**config.mk**
```make
export PLATFORM = sky130hd
export DESIGN_NAME = address_range_leb128_block_encoder_core
export DESIGN_NICKNAME = d
export VERILOG_FILES = /design/src/rtl/arleb_pkg.sv /design/src/rtl/arleb_ctrl.sv /design/src/rtl/arleb_dp.sv /design/src/rtl/address_range_leb128_block_encoder_core.sv
export SDC_FILE = /design/constraint.sdc
export NUM_CORES = 2
export LEC_CHECK = 0
export BUFFER_PORTS_ARGS = -buffer_cell sky130_fd_sc_hd__buf_2
export CORE_ASPECT_RATIO = 0.7
export CORE_UTILIZATION = 42
export CTS_BUF_LIST = sky130_fd_sc_hd__clkbuf_16
export DETAILED_ROUTE_END_ITERATION = 6
export PLACE_DENSITY_LB_ADDON = 0.3
export SYNTH_ARGS = -nofsm -noshare
export SYNTH_HDL_FRONTEND = slang
export SYNTH_HIERARCHICAL = 1
export SYNTH_SLANG_ARGS = --single-unit
export TNS_END_PERCENT = 30
```
**constraint.sdc**
```tcl
create_clock -name clk -period 10.2 [get_ports clk]
set_input_delay 0.51 -clock clk [delete_from_list [all_inputs] [get_ports clk]]
set_output_delay 0.51 -clock clk [all_outputs]
set_load 0.02 [all_outputs]
```
**src/rtl/arleb_pkg.sv**
```systemverilog
`timescale 1ns / 1ps
package arleb_pkg;

	localparam int BLOCK_BYTES = 1024;
	localparam int OFS_W = $clog2(BLOCK_BYTES + 1);
	localparam int LEN_W = 5;
	localparam int CNT_W = 11;

	localparam logic [1:0] TK_PS = 2'd0;
	localparam logic [1:0] TK_PO = 2'd1;
	localparam logic [1:0] TK_GE = 2'd2;

	localparam logic [1:0] OK_BYTE = 2'd0;
	localparam logic [1:0] OK_START = 2'd1;
	localparam logic [1:0] OK_SUMMARY = 2'd2;
	localparam logic [1:0] OK_ERROR = 2'd3;

	localparam logic [1:0] ST_OK = 2'd0;
	localparam logic [1:0] ST_NONCONTIG = 2'd1;
	localparam logic [1:0] ST_UNEQUAL = 2'd2;

	localparam logic CFG_KIND = 1'b0;
	localparam logic CFG_WIDE = 1'b1;

	typedef struct packed {
		logic       load_in;
		logic       open_blk;
		logic       merge;
		logic       enc_start;
		logic       zero_delta;
		logic       enc_step;
		logic       count;
		logic       emit_byte;
		logic       out_load;
		logic [1:0] out_kind;
		logic       out_last;
	} arleb_cmd_t;

	typedef struct packed {
		logic [1:0] err;
		logic       block_open;
		logic       enc_done;
		logic       overflow;
		logic       out_free;
	} arleb_sts_t;

	// Difference as signed at the active width, sign-extended to 64 bits.
	function automatic logic [63:0] sdiff(input logic [63:0] a, input logic [63:0] b,
			input logic wide);
		logic [63:0] d;
		d = a - b;
		if (!wide)
			d = {{32{d[31]}}, d[31:0]};
		return d;
	endfunction

	function automatic logic [63:0] asr2(input logic [63:0] v);
		return {{2{v[63]}}, v[63:2]};
	endfunction

endpackage

```
**src/rtl/arleb_ctrl.sv**
```systemverilog
`timescale 1ns / 1ps
module arleb_ctrl
	import arleb_pkg::*;
(
	input  logic       clk,
	input  logic       arst_n,
	input  logic       in_valid,
	output logic       in_ready,
	input  arleb_sts_t sts,
	output arleb_cmd_t cmd
);

	typedef enum logic [2:0] {
		S_IDLE, S_CHECK, S_ERR, S_START, S_COUNT, S_DECIDE, S_SUM, S_EMIT
	} state_t;

	state_t state_q, state_d;

	assign in_ready = (state_q == S_IDLE);

	always_comb begin
		state_d = state_q;
		cmd = '0;
		unique case (state_q)
			S_IDLE: begin
				if (in_valid) begin
					cmd.load_in = 1'b1;
					state_d = S_CHECK;
				end
			end
			S_CHECK: begin
				if (sts.err != ST_OK) begin
					state_d = S_ERR;
				end else if (!sts.block_open) begin
					state_d = S_START;
				end else begin
					cmd.enc_start = 1'b1;
					state_d = S_COUNT;
				end
			end
			S_ERR: begin
				if (sts.out_free) begin
					cmd.out_load = 1'b1;
					cmd.out_kind = OK_ERROR;
					cmd.out_last = 1'b1;
					state_d = S_IDLE;
				end
			end
			S_START: begin
				if (sts.out_free) begin
					cmd.out_load = 1'b1;
					cmd.out_kind = OK_START;
					cmd.open_blk = 1'b1;
					cmd.enc_start = 1'b1;
					cmd.zero_delta = 1'b1;
					state_d = S_EMIT;
				end
			end
			S_COUNT: begin
				// Dry run of the encoder to learn the entry length.
				cmd.enc_step = 1'b1;
				cmd.count = 1'b1;
				if (sts.enc_done)
					state_d = S_DECIDE;
			end
			S_DECIDE: begin
				if (sts.overflow) begin
					state_d = S_SUM;
				end else begin
					cmd.merge = 1'b1;
					cmd.enc_start = 1'b1;
					state_d = S_EMIT;
				end
			end
			S_SUM: begin
				if (sts.out_free) begin
					cmd.out_load = 1'b1;
					cmd.out_kind = OK_SUMMARY;
					state_d = S_START;
				end
			end
			S_EMIT: begin
				if (sts.out_free) begin
					cmd.enc_step = 1'b1;
					cmd.emit_byte = 1'b1;
					cmd.out_load = 1'b1;
					cmd.out_kind = OK_BYTE;
					cmd.out_last = sts.enc_done;
					if (sts.enc_done)
						state_d = S_IDLE;
				end
			end
			default: state_d = S_IDLE;
		endcase
	end

	always_ff @(posedge clk or negedge arst_n) begin
		if (!arst_n)
			state_q <= S_IDLE;
		else
			state_q <= state_d;
	end

endmodule

```
**src/rtl/arleb_dp.sv**
```systemverilog
`timescale 1ns / 1ps
module arleb_dp
	import arleb_pkg::*;
(
	input  logic              clk,
	input  logic              arst_n,
	input  logic              cfg_we,
	input  logic              cfg_index,
	input  logic [1:0]        cfg_wdata,
	input  logic [63:0]       new_address,
	input  logic [63:0]       new_length,
	input  logic [63:0]       old_address,
	input  logic [63:0]       old_length,
	input  arleb_cmd_t        cmd,
	output arleb_sts_t        sts,
	output logic              out_valid,
	input  logic              out_ready,
	output logic [1:0]        kind,
	output logic [7:0]        data_byte,
	output logic [63:0]       low_new,
	output logic [63:0]       low_old,
	output logic [63:0]       high_new,
	output logic [63:0]       high_old,
	output logic [CNT_W-1:0]  entry_count,
	output logic [1:0]        status,
	output logic              last
);

	logic [1:0]       tkind_q;
	logic             wide_q;
	logic [63:0]      na_q, nl_q, oa_q, ol_q;
	logic [63:0]      pna_q, pnl_q, poa_q, pol_q;
	logic [63:0]      ext_q [4];
	logic             open_q;
	logic [OFS_W-1:0] ofs_q;
	logic [CNT_W-1:0] ent_q;
	logic [63:0]      v_q;
	logic [1:0]       fld_q;
	logic [63:0]      dlt_q;
	logic [LEN_W-1:0] len_q;

	logic        is_ps, is_po, is_ge;
	logic [1:0]  err_c;
	logic [63:0] m, na_m, nl_m, oa_m, ol_m, ne, oe;
	logic [63:0] f1, f2, sh;
	logic [6:0]  b7;
	logic        sgn, step_last, more_fld;
	logic [OFS_W:0] tot;

	assign is_po = (tkind_q == TK_PO);
	assign is_ge = (tkind_q == TK_GE);
	assign is_ps = !is_po && !is_ge;
	assign m = wide_q ? '1 : 64'h0000_0000_FFFF_FFFF;
	assign na_m = new_address & m;
	assign nl_m = new_length & m;
	assign oa_m = old_address & m;
	assign ol_m = old_length & m;
	assign ne = (na_q + nl_q) & m;
	assign oe = (oa_q + ol_q) & m;

	always_comb begin
		err_c = ST_OK;
		if (!open_q) begin
			if (is_ps && nl_q != ol_q)
				err_c = ST_UNEQUAL;
		end else if (na_q != ((pna_q + pnl_q) & m)) begin
			err_c = ST_NONCONTIG;
		end else if (is_po && oa_q != ((poa_q + pol_q) & m)) begin
			err_c = ST_NONCONTIG;
		end else if (is_ps && nl_q != ol_q) begin
			err_c = ST_UNEQUAL;
		end
	end

	// Serial LEB128 encoder: one byte of the current field each step.
	// The old-address delta is captured at encoder start, before the previous
	// range is replaced.
	assign f1 = is_po ? {2'b00, ol_q[63:2]} : dlt_q;
	assign f2 = asr2(sdiff(nl_q, ol_q, wide_q));
	assign sgn = (fld_q == 2'd1 && !is_po) || (fld_q == 2'd2);
	assign b7 = v_q[6:0];
	assign sh = sgn ? {{7{v_q[63]}}, v_q[63:7]} : {7'd0, v_q[63:7]};
	assign step_last = sgn ? ((sh == '0 && !b7[6]) || (&sh && b7[6])) : (sh == '0);
	assign more_fld = (fld_q == 2'd0) || (fld_q == 2'd1 && is_ge);
	assign tot = {1'b0, ofs_q} + {{(OFS_W + 1 - LEN_W){1'b0}}, len_q};

	assign sts.err = err_c;
	assign sts.block_open = open_q;
	assign sts.enc_done = step_last && !more_fld;
	assign sts.overflow = tot > (OFS_W + 1)'(BLOCK_BYTES);
	assign sts.out_free = !out_valid || out_ready;

	always_ff @(posedge clk or negedge arst_n) begin
		if (!arst_n) begin
			tkind_q <= TK_PS;
			wide_q <= 1'b1;
			open_q <= 1'b0;
			pna_q <= '0;
			pnl_q <= '0;
			poa_q <= '0;
			pol_q <= '0;
			ext_q[0] <= '0;
			ext_q[1] <= '0;
			ext_q[2] <= '0;
			ext_q[3] <= '0;
			ofs_q <= '0;
			ent_q <= '0;
			out_valid <= 1'b0;
		end else begin
			if (cfg_we) begin
				unique case (cfg_index)
					CFG_KIND: tkind_q <= cfg_wdata;
					CFG_WIDE: wide_q <= cfg_wdata[0];
					default: ;
				endcase
			end
			if (cmd.open_blk) begin
				open_q <= 1'b1;
				ext_q[0] <= na_q;
				ext_q[1] <= oa_q;
				ext_q[2] <= ne;
				ext_q[3] <= oe;
				pna_q <= na_q;
				pnl_q <= nl_q;
				poa_q <= oa_q;
				pol_q <= ol_q;
				ofs_q <= '0;
				ent_q <= CNT_W'(1);
			end else if (cmd.merge) begin
				if (ext_q[0] > na_q) ext_q[0] <= na_q;
				if (ext_q[1] > oa_q) ext_q[1] <= oa_q;
				if (ext_q[2] < ne) ext_q[2] <= ne;
				if (ext_q[3] < oe) ext_q[3] <= oe;
				pna_q <= na_q;
				pnl_q <= nl_q;
				poa_q <= oa_q;
				pol_q <= ol_q;
				if (ent_q != '1)
					ent_q <= ent_q + CNT_W'(1);
			end else if (cmd.emit_byte) begin
				ofs_q <= ofs_q + OFS_W'(1);
			end
			if (cmd.out_load)
				out_valid <= 1'b1;
			else if (out_ready)
				out_valid <= 1'b0;
		end
	end

	always_ff @(posedge clk) begin
		if (cmd.load_in) begin
			na_q <= na_m;
			nl_q <= nl_m;
			oa_q <= oa_m;
			ol_q <= ol_m;
		end
		if (cmd.enc_start) begin
			v_q <= {2'b00, nl_q[63:2]};
			fld_q <= 2'd0;
			dlt_q <= cmd.zero_delta ? 64'd0 : asr2(sdiff(oa_q, poa_q, wide_q));
			len_q <= '0;
		end else if (cmd.enc_step) begin
			if (step_last && fld_q == 2'd0) begin
				v_q <= f1;
				fld_q <= 2'd1;
			end else if (step_last && fld_q == 2'd1 && is_ge) begin
				v_q <= f2;
				fld_q <= 2'd2;
			end else begin
				v_q <= sh;
			end
			if (cmd.count)
				len_q <= len_q + LEN_W'(1);
		end
		if (cmd.out_load) begin
			kind <= cmd.out_kind;
			last <= cmd.out_last;
			data_byte <= '0;
			low_new <= '0;
			low_old <= '0;
			high_new <= '0;
			high_old <= '0;
			entry_count <= '0;
			status <= ST_OK;
			case (cmd.out_kind)
				OK_BYTE: data_byte <= {~step_last, b7};
				OK_START: begin
					low_new <= na_q;
					low_old <= oa_q;
				end
				OK_SUMMARY: begin
					low_new <= ext_q[0];
					low_old <= ext_q[1];
					high_new <= ext_q[2];
					high_old <= ext_q[3];
					entry_count <= ent_q;
				end
				default: status <= err_c;
			endcase
		end
	end

`ifndef SYNTHESIS
	a_ofs_bound: assert property (@(posedge clk) disable iff (!arst_n)
		open_q |-> ({1'b0, ofs_q} <= (OFS_W + 1)'(BLOCK_BYTES)))
		else $error("block byte offset exceeds the block size");
	a_ent_nonzero: assert property (@(posedge clk) disable iff (!arst_n)
		open_q |-> (ent_q != '0))
		else $error("open block holds no entries");
	a_len_bound: assert property (@(posedge clk) disable iff (!arst_n)
		cmd.count |-> (len_q < LEN_W'(30)))
		else $error("entry longer than thirty bytes");
`endif

endmodule

```
**src/rtl/address_range_leb128_block_encoder_core.sv**
```systemverilog
`timescale 1ns / 1ps
// Sequence: an accepted request is registered, then checked against the open block.
// Then an error result is loaded, or a block start record and the entry bytes, or, on
// an open block, a run of the serial encoder to size the entry, a fit decision (a
// summary and a new block on overflow) and a second run that emits the entry bytes.
// Throughput: one request at a time; each output load waits for a free output register.
// Reset (arst_n low) clears the block state and sets table_kind 0, wide_addresses 1.
module address_range_leb128_block_encoder_core
	import arleb_pkg::*;
(
	input  logic              clk,
	input  logic              arst_n,
	input  logic              cfg_we,
	input  logic              cfg_index,
	input  logic [1:0]        cfg_wdata,
	input  logic              in_valid,
	output logic              in_ready,
	input  logic [63:0]       new_address,
	input  logic [63:0]       new_length,
	input  logic [63:0]       old_address,
	input  logic [63:0]       old_length,
	output logic              out_valid,
	input  logic              out_ready,
	output logic [1:0]        kind,
	output logic [7:0]        data_byte,
	output logic [63:0]       low_new,
	output logic [63:0]       low_old,
	output logic [63:0]       high_new,
	output logic [63:0]       high_old,
	output logic [CNT_W-1:0]  entry_count,
	output logic [1:0]        status,
	output logic              last
);

	arleb_cmd_t cmd;
	arleb_sts_t sts;

	arleb_ctrl u_ctrl (
		.clk      (clk),
		.arst_n   (arst_n),
		.in_valid (in_valid),
		.in_ready (in_ready),
		.sts      (sts),
		.cmd      (cmd)
	);

	arleb_dp u_dp (
		.clk         (clk),
		.arst_n      (arst_n),
		.cfg_we      (cfg_we),
		.cfg_index   (cfg_index),
		.cfg_wdata   (cfg_wdata),
		.new_address (new_address),
		.new_length  (new_length),
		.old_address (old_address),
		.old_length  (old_length),
		.cmd         (cmd),
		.sts         (sts),
		.out_valid   (out_valid),
		.out_ready   (out_ready),
		.kind        (kind),
		.data_byte   (data_byte),
		.low_new     (low_new),
		.low_old     (low_old),
		.high_new    (high_new),
		.high_old    (high_old),
		.entry_count (entry_count),
		.status      (status),
		.last        (last)
	);

endmodule
```
==> impl_results.md <==
* Final Util at between 40% and 50%
* Maximum fanout along the worst path at 64
* Placer congestion estimate at 1.03
* Clock-pin slew reported for the worst setup and hold paths after clock tree synthesis at 70 ps
* Final total power at roughly 26 mW
* Buffers on Ports at 545
* I/O pin count at 546
* Clock tree from TritonCTS: built
* Power share of the clock group at 19.8%
* Clock period minus worst slack at 8940 ps
* Most common cell in the synthesized netlist: nand2_1
* Net count after synthesis at around 8900
* Fraction of synthesis flops using an asynchronous set or reset pin at 44.8%
* Post-Route Hold Slack at 42.9 ps
* Ranking of synthesized cells by area: edfxtp_1 26%, dfrtp_1 17%, ha_1 10%
* Period Utilization, post-route at 87.7%
* Antenna Violating Nets Remaining at 0
* Die width at 516 um
* Detailed placement HPWL at 236 mm
* Reg power frac at 30.9%
* Worst setup slack for register-to-register paths at 1260 ps
* Die Ht at 362 um
* GR Overflow Total at 0
* Iteration count of the initial detailed-routing pass at 6
* Worst Path Class, Setup: reg -> reg
* Least-Margin Pin Slew at 1370 ps
* Cell taking the most area after synthesis: edfxtp_1
* Clock Sink Count at 1210
* Crit Reg-Reg Startpoint: u_dp/pnl_q[2]
* Int Power at ~14 mW
* Share of the yosys chip area belonging to registers at 43.2%
* Mean area per synthesized cell at ~9.7 um^2
* Worst voltage drop across the vdd grid at about 190 uV
* Core region area at 183000 um^2
* Layout overhead on the synthesized area at 15.3%
* Kind of end point of the critical path: flip-flop
* Most instantiated cells after synthesis: 788 x nand2_1, 685 x o21ai_0, 660 x edfxtp_1, 645 x ha_1, 566 x a21oi_1
* Initial drt markers at 7761
* Maximum number of pins on one net before global-route repair at 200
* FF/Latch Area at 33500 um^2
* Static power due to leakage at about 38 nW
* Arrival time at the worst endpoint at 9460 ps
* Final worst clock skew at 34.2 ps
* Switching share of power at a little under half
* Post-CTS setup repair buffer count at 0
* Startpoint type of the worst setup path: flip-flop
* Fill cell count at 17019
* Post-Synthesis Cell Area at 77600 um^2
* Buffer depth of the longest clock path at 3
* Setup repair after global routing missed its margin: false
* Share of final-layout standard cells stronger than drive strength 1 at 12.8%
* Inserted Clock Buffers at 133
* Result of the run: completed
* Type of the worst min-delay path: in -> reg
* Power spent charging and discharging nets at 11.6 mW
* Number of antenna violations at the first check in global routing at 13
* Number of failing setup endpoints in the final timing report at 0
* Resized Gates After CTS at 0
* Remaining routing DRC violations at 0
* Register with the highest flop count: u_dp/ext_q
* Avg WL per Cell at 27.0 um
* Placed inst area at 82900 um^2
* Dominant register cell in the synthesized netlist: edfxtp_1
* Total via count in the routed design at 67257
* Total count of hold-check failures in the final report at 0
* Worst EP required at 10710 ps
* Synthesized instance count at between 7000 and 8000
* Headroom to the max-slew limit at under 10%
* Setup TNS at 0 ps
* Final number of max-transition violations at 0
* Number of buffers inserted by hold repair at cts at around 200
* Source of the worst hold timing path: old_length[59]
* Critical Path Start: u_dp/pnl_q[2]
* Aggregate global-route resource usage at 31.6%
* Area of the multi-input gates at just over 40000 um^2
* Power per cell area at between 200 and 300 nW/um^2
* Number of nets in the final layout at 9517
* Yosys warning count at 6
* Total wire length after detailed routing at slightly above 300 mm
* Worst-skew pair later-pin latency at approximately 800 ps
* H-tree depth at 4
* Effective utilization at floorplan at 42.4%
* Global-route wire length before repair at 437 mm
* Number of enable flip-flop cells after synthesis at 660
* Max reg flops at 256
* Post-synthesis cell type count at ~100
* Max Cap Viol at 0
* Vias in the first global route at between 60000 and 70000
* Total of flip-flops plus latches after synthesis at 1210
* Share of total power in combinational logic at ~49%
* Site Rows at ~130
* Fmax at approximately 110 MHz
* Root cell of the clock tree: clkbuf_16
* Total die area at 186000 um^2
* Fraction of synthesized cell area taken by the top area cell type at 25.5%
* Total non-filler cell area in the finished layout at just under 90000 um^2
* Ratio of routed vias to standard cells at 6.02
## cell type report
type                            count  area share, %
Antenna cell                        3        0.00840
Clock buffer                      139           3.89
Clock inverter                    106           1.14
Inverter                          370           1.56
Multi-Input combinational cell   6066           46.4
Sequential cell                  1210           37.5
Tap cell                         2460           3.44
Timing Repair Buffer              822           6.05
## power groups by stage
stage | Clock, mW | Combinational [mW] | Sequential [mW]
floorplan | 0 | 7.84 | 7.93
global placement | 0 | 12.1 | 7.93
detailed placement | 0 | 12.1 | 7.98
CTS | 5.19 | 12.2 | 7.90
global route | 5.37 | 13.6 | 8.08
finish | 5.09 | 12.7 | 7.93
## critical path: stages, from the launching register on
cell and delay (ps):
dfrtp_1 410, ha_1 350, o21ai_0 100, o21ai_0 540, a2111oi_0 260, buf_4 220, o21ai_0 650, a21oi_1 440
o21ai_0 780, o21ai_0 280, a2111oi_0 480, nand4_1 300, nor4_1 700, nand4_1 160, nor4_1 440, a21boi_2 190
nor3b_1 390, nor3b_4 100, nand3_1 120, or3b_4 680, inv_1 140, buf_4 250, o311ai_0 320, a31oi_1 260
nor3_1 70
## metal layers
layer / vias up / track usage [%] / share of wire (%)
met1: 33396 / 49.6 / 49
li1: 30592 / - / -
met3: 345 / 7.08 / 9.4
met2: 2916 / 43.5 / 40
met4: 8 / 6.74 / 2.1
met5: - / 0 / 0.016
## placed cells by master (no fill, tap or decap), types with 94 or more instances in the layout
| master | synthesis | final |
|---|---|---|
| nand3_1 | 123 | 123 |
| nand4_1 | 191 | 191 |
| xnor2_1 | 207 | 207 |
| nor2_1 | 377 | 375 |
| nor2b_1 | 239 | 239 |
| ha_1 | 645 | 641 |
| a21oi_1 | 566 | 566 |
| nand2_1 | 788 | 788 |
| dlygate4sd3_1 | 0 | 201 |
| o21ai_0 | 685 | 684 |
| xor2_1 | 166 | 166 |
| edfxtp_1 | 660 | 660 |
| nand2b_1 | 94 | 94 |
| dfrtp_1 | 541 | 541 |
| a22oi_1 | 138 | 138 |
| buf_2 | 8 | 544 |
| inv_1 | 370 | 393 |
| nor3_1 | 104 | 104 |
| mux2_2 | 219 | 219 |
| clkbuf_16 | 0 | 139 |
| and2_1 | 316 | 314 |
| a21o_1 | 243 | 243 |
## cell families (layout without fill, tap and decap cells)
logic type	after synthesis	in the layout	synth area share [%]
muxes	284	284	4.02
adders and majority gates	650	650	10.5
and+or+nand+nor	2478	2478	16.1
DFF	1210	1210	43.2
buffers and inverters	701	1437	3.42
xor gates and xnor gates	373	373	4.21
AOI/OAI and AO/OA	2281	2281	18.5
other	0	3	0
## path summary, 6_finish.rpt
| path | end | cells after the start |
|---|---|---|
| setup / recovery | u_dp/v_q[60] | 24 |
| hold / removal | u_dp/ol_q[59] | 2 |
| setup reg to reg | u_dp/v_q[60] | 24 |
| hold reg to reg | u_dp/pol_q[14] | 2 |
| max in group asynchronous | u_dp/ext_q[15] | 4 |
| min in group asynchronous | u_dp/ext_q[125] | 2 |
## metrics by stage
| stage | cells | worst slack (ps) |
|---|---|---|
| 6_report | 11176 | 1260 |
| 5_1_grt | 11174 | 1020 |
| 4_1_cts | 11173 | 1720 |
| 3_5_place_dp | 10727 | 1760 |
| 3_3_place_gp | 10726 | 1740 |
| 2_1_floorplan | 7977 | 2110 |
No activity file was read; power rests on OpenSTA's default activity.
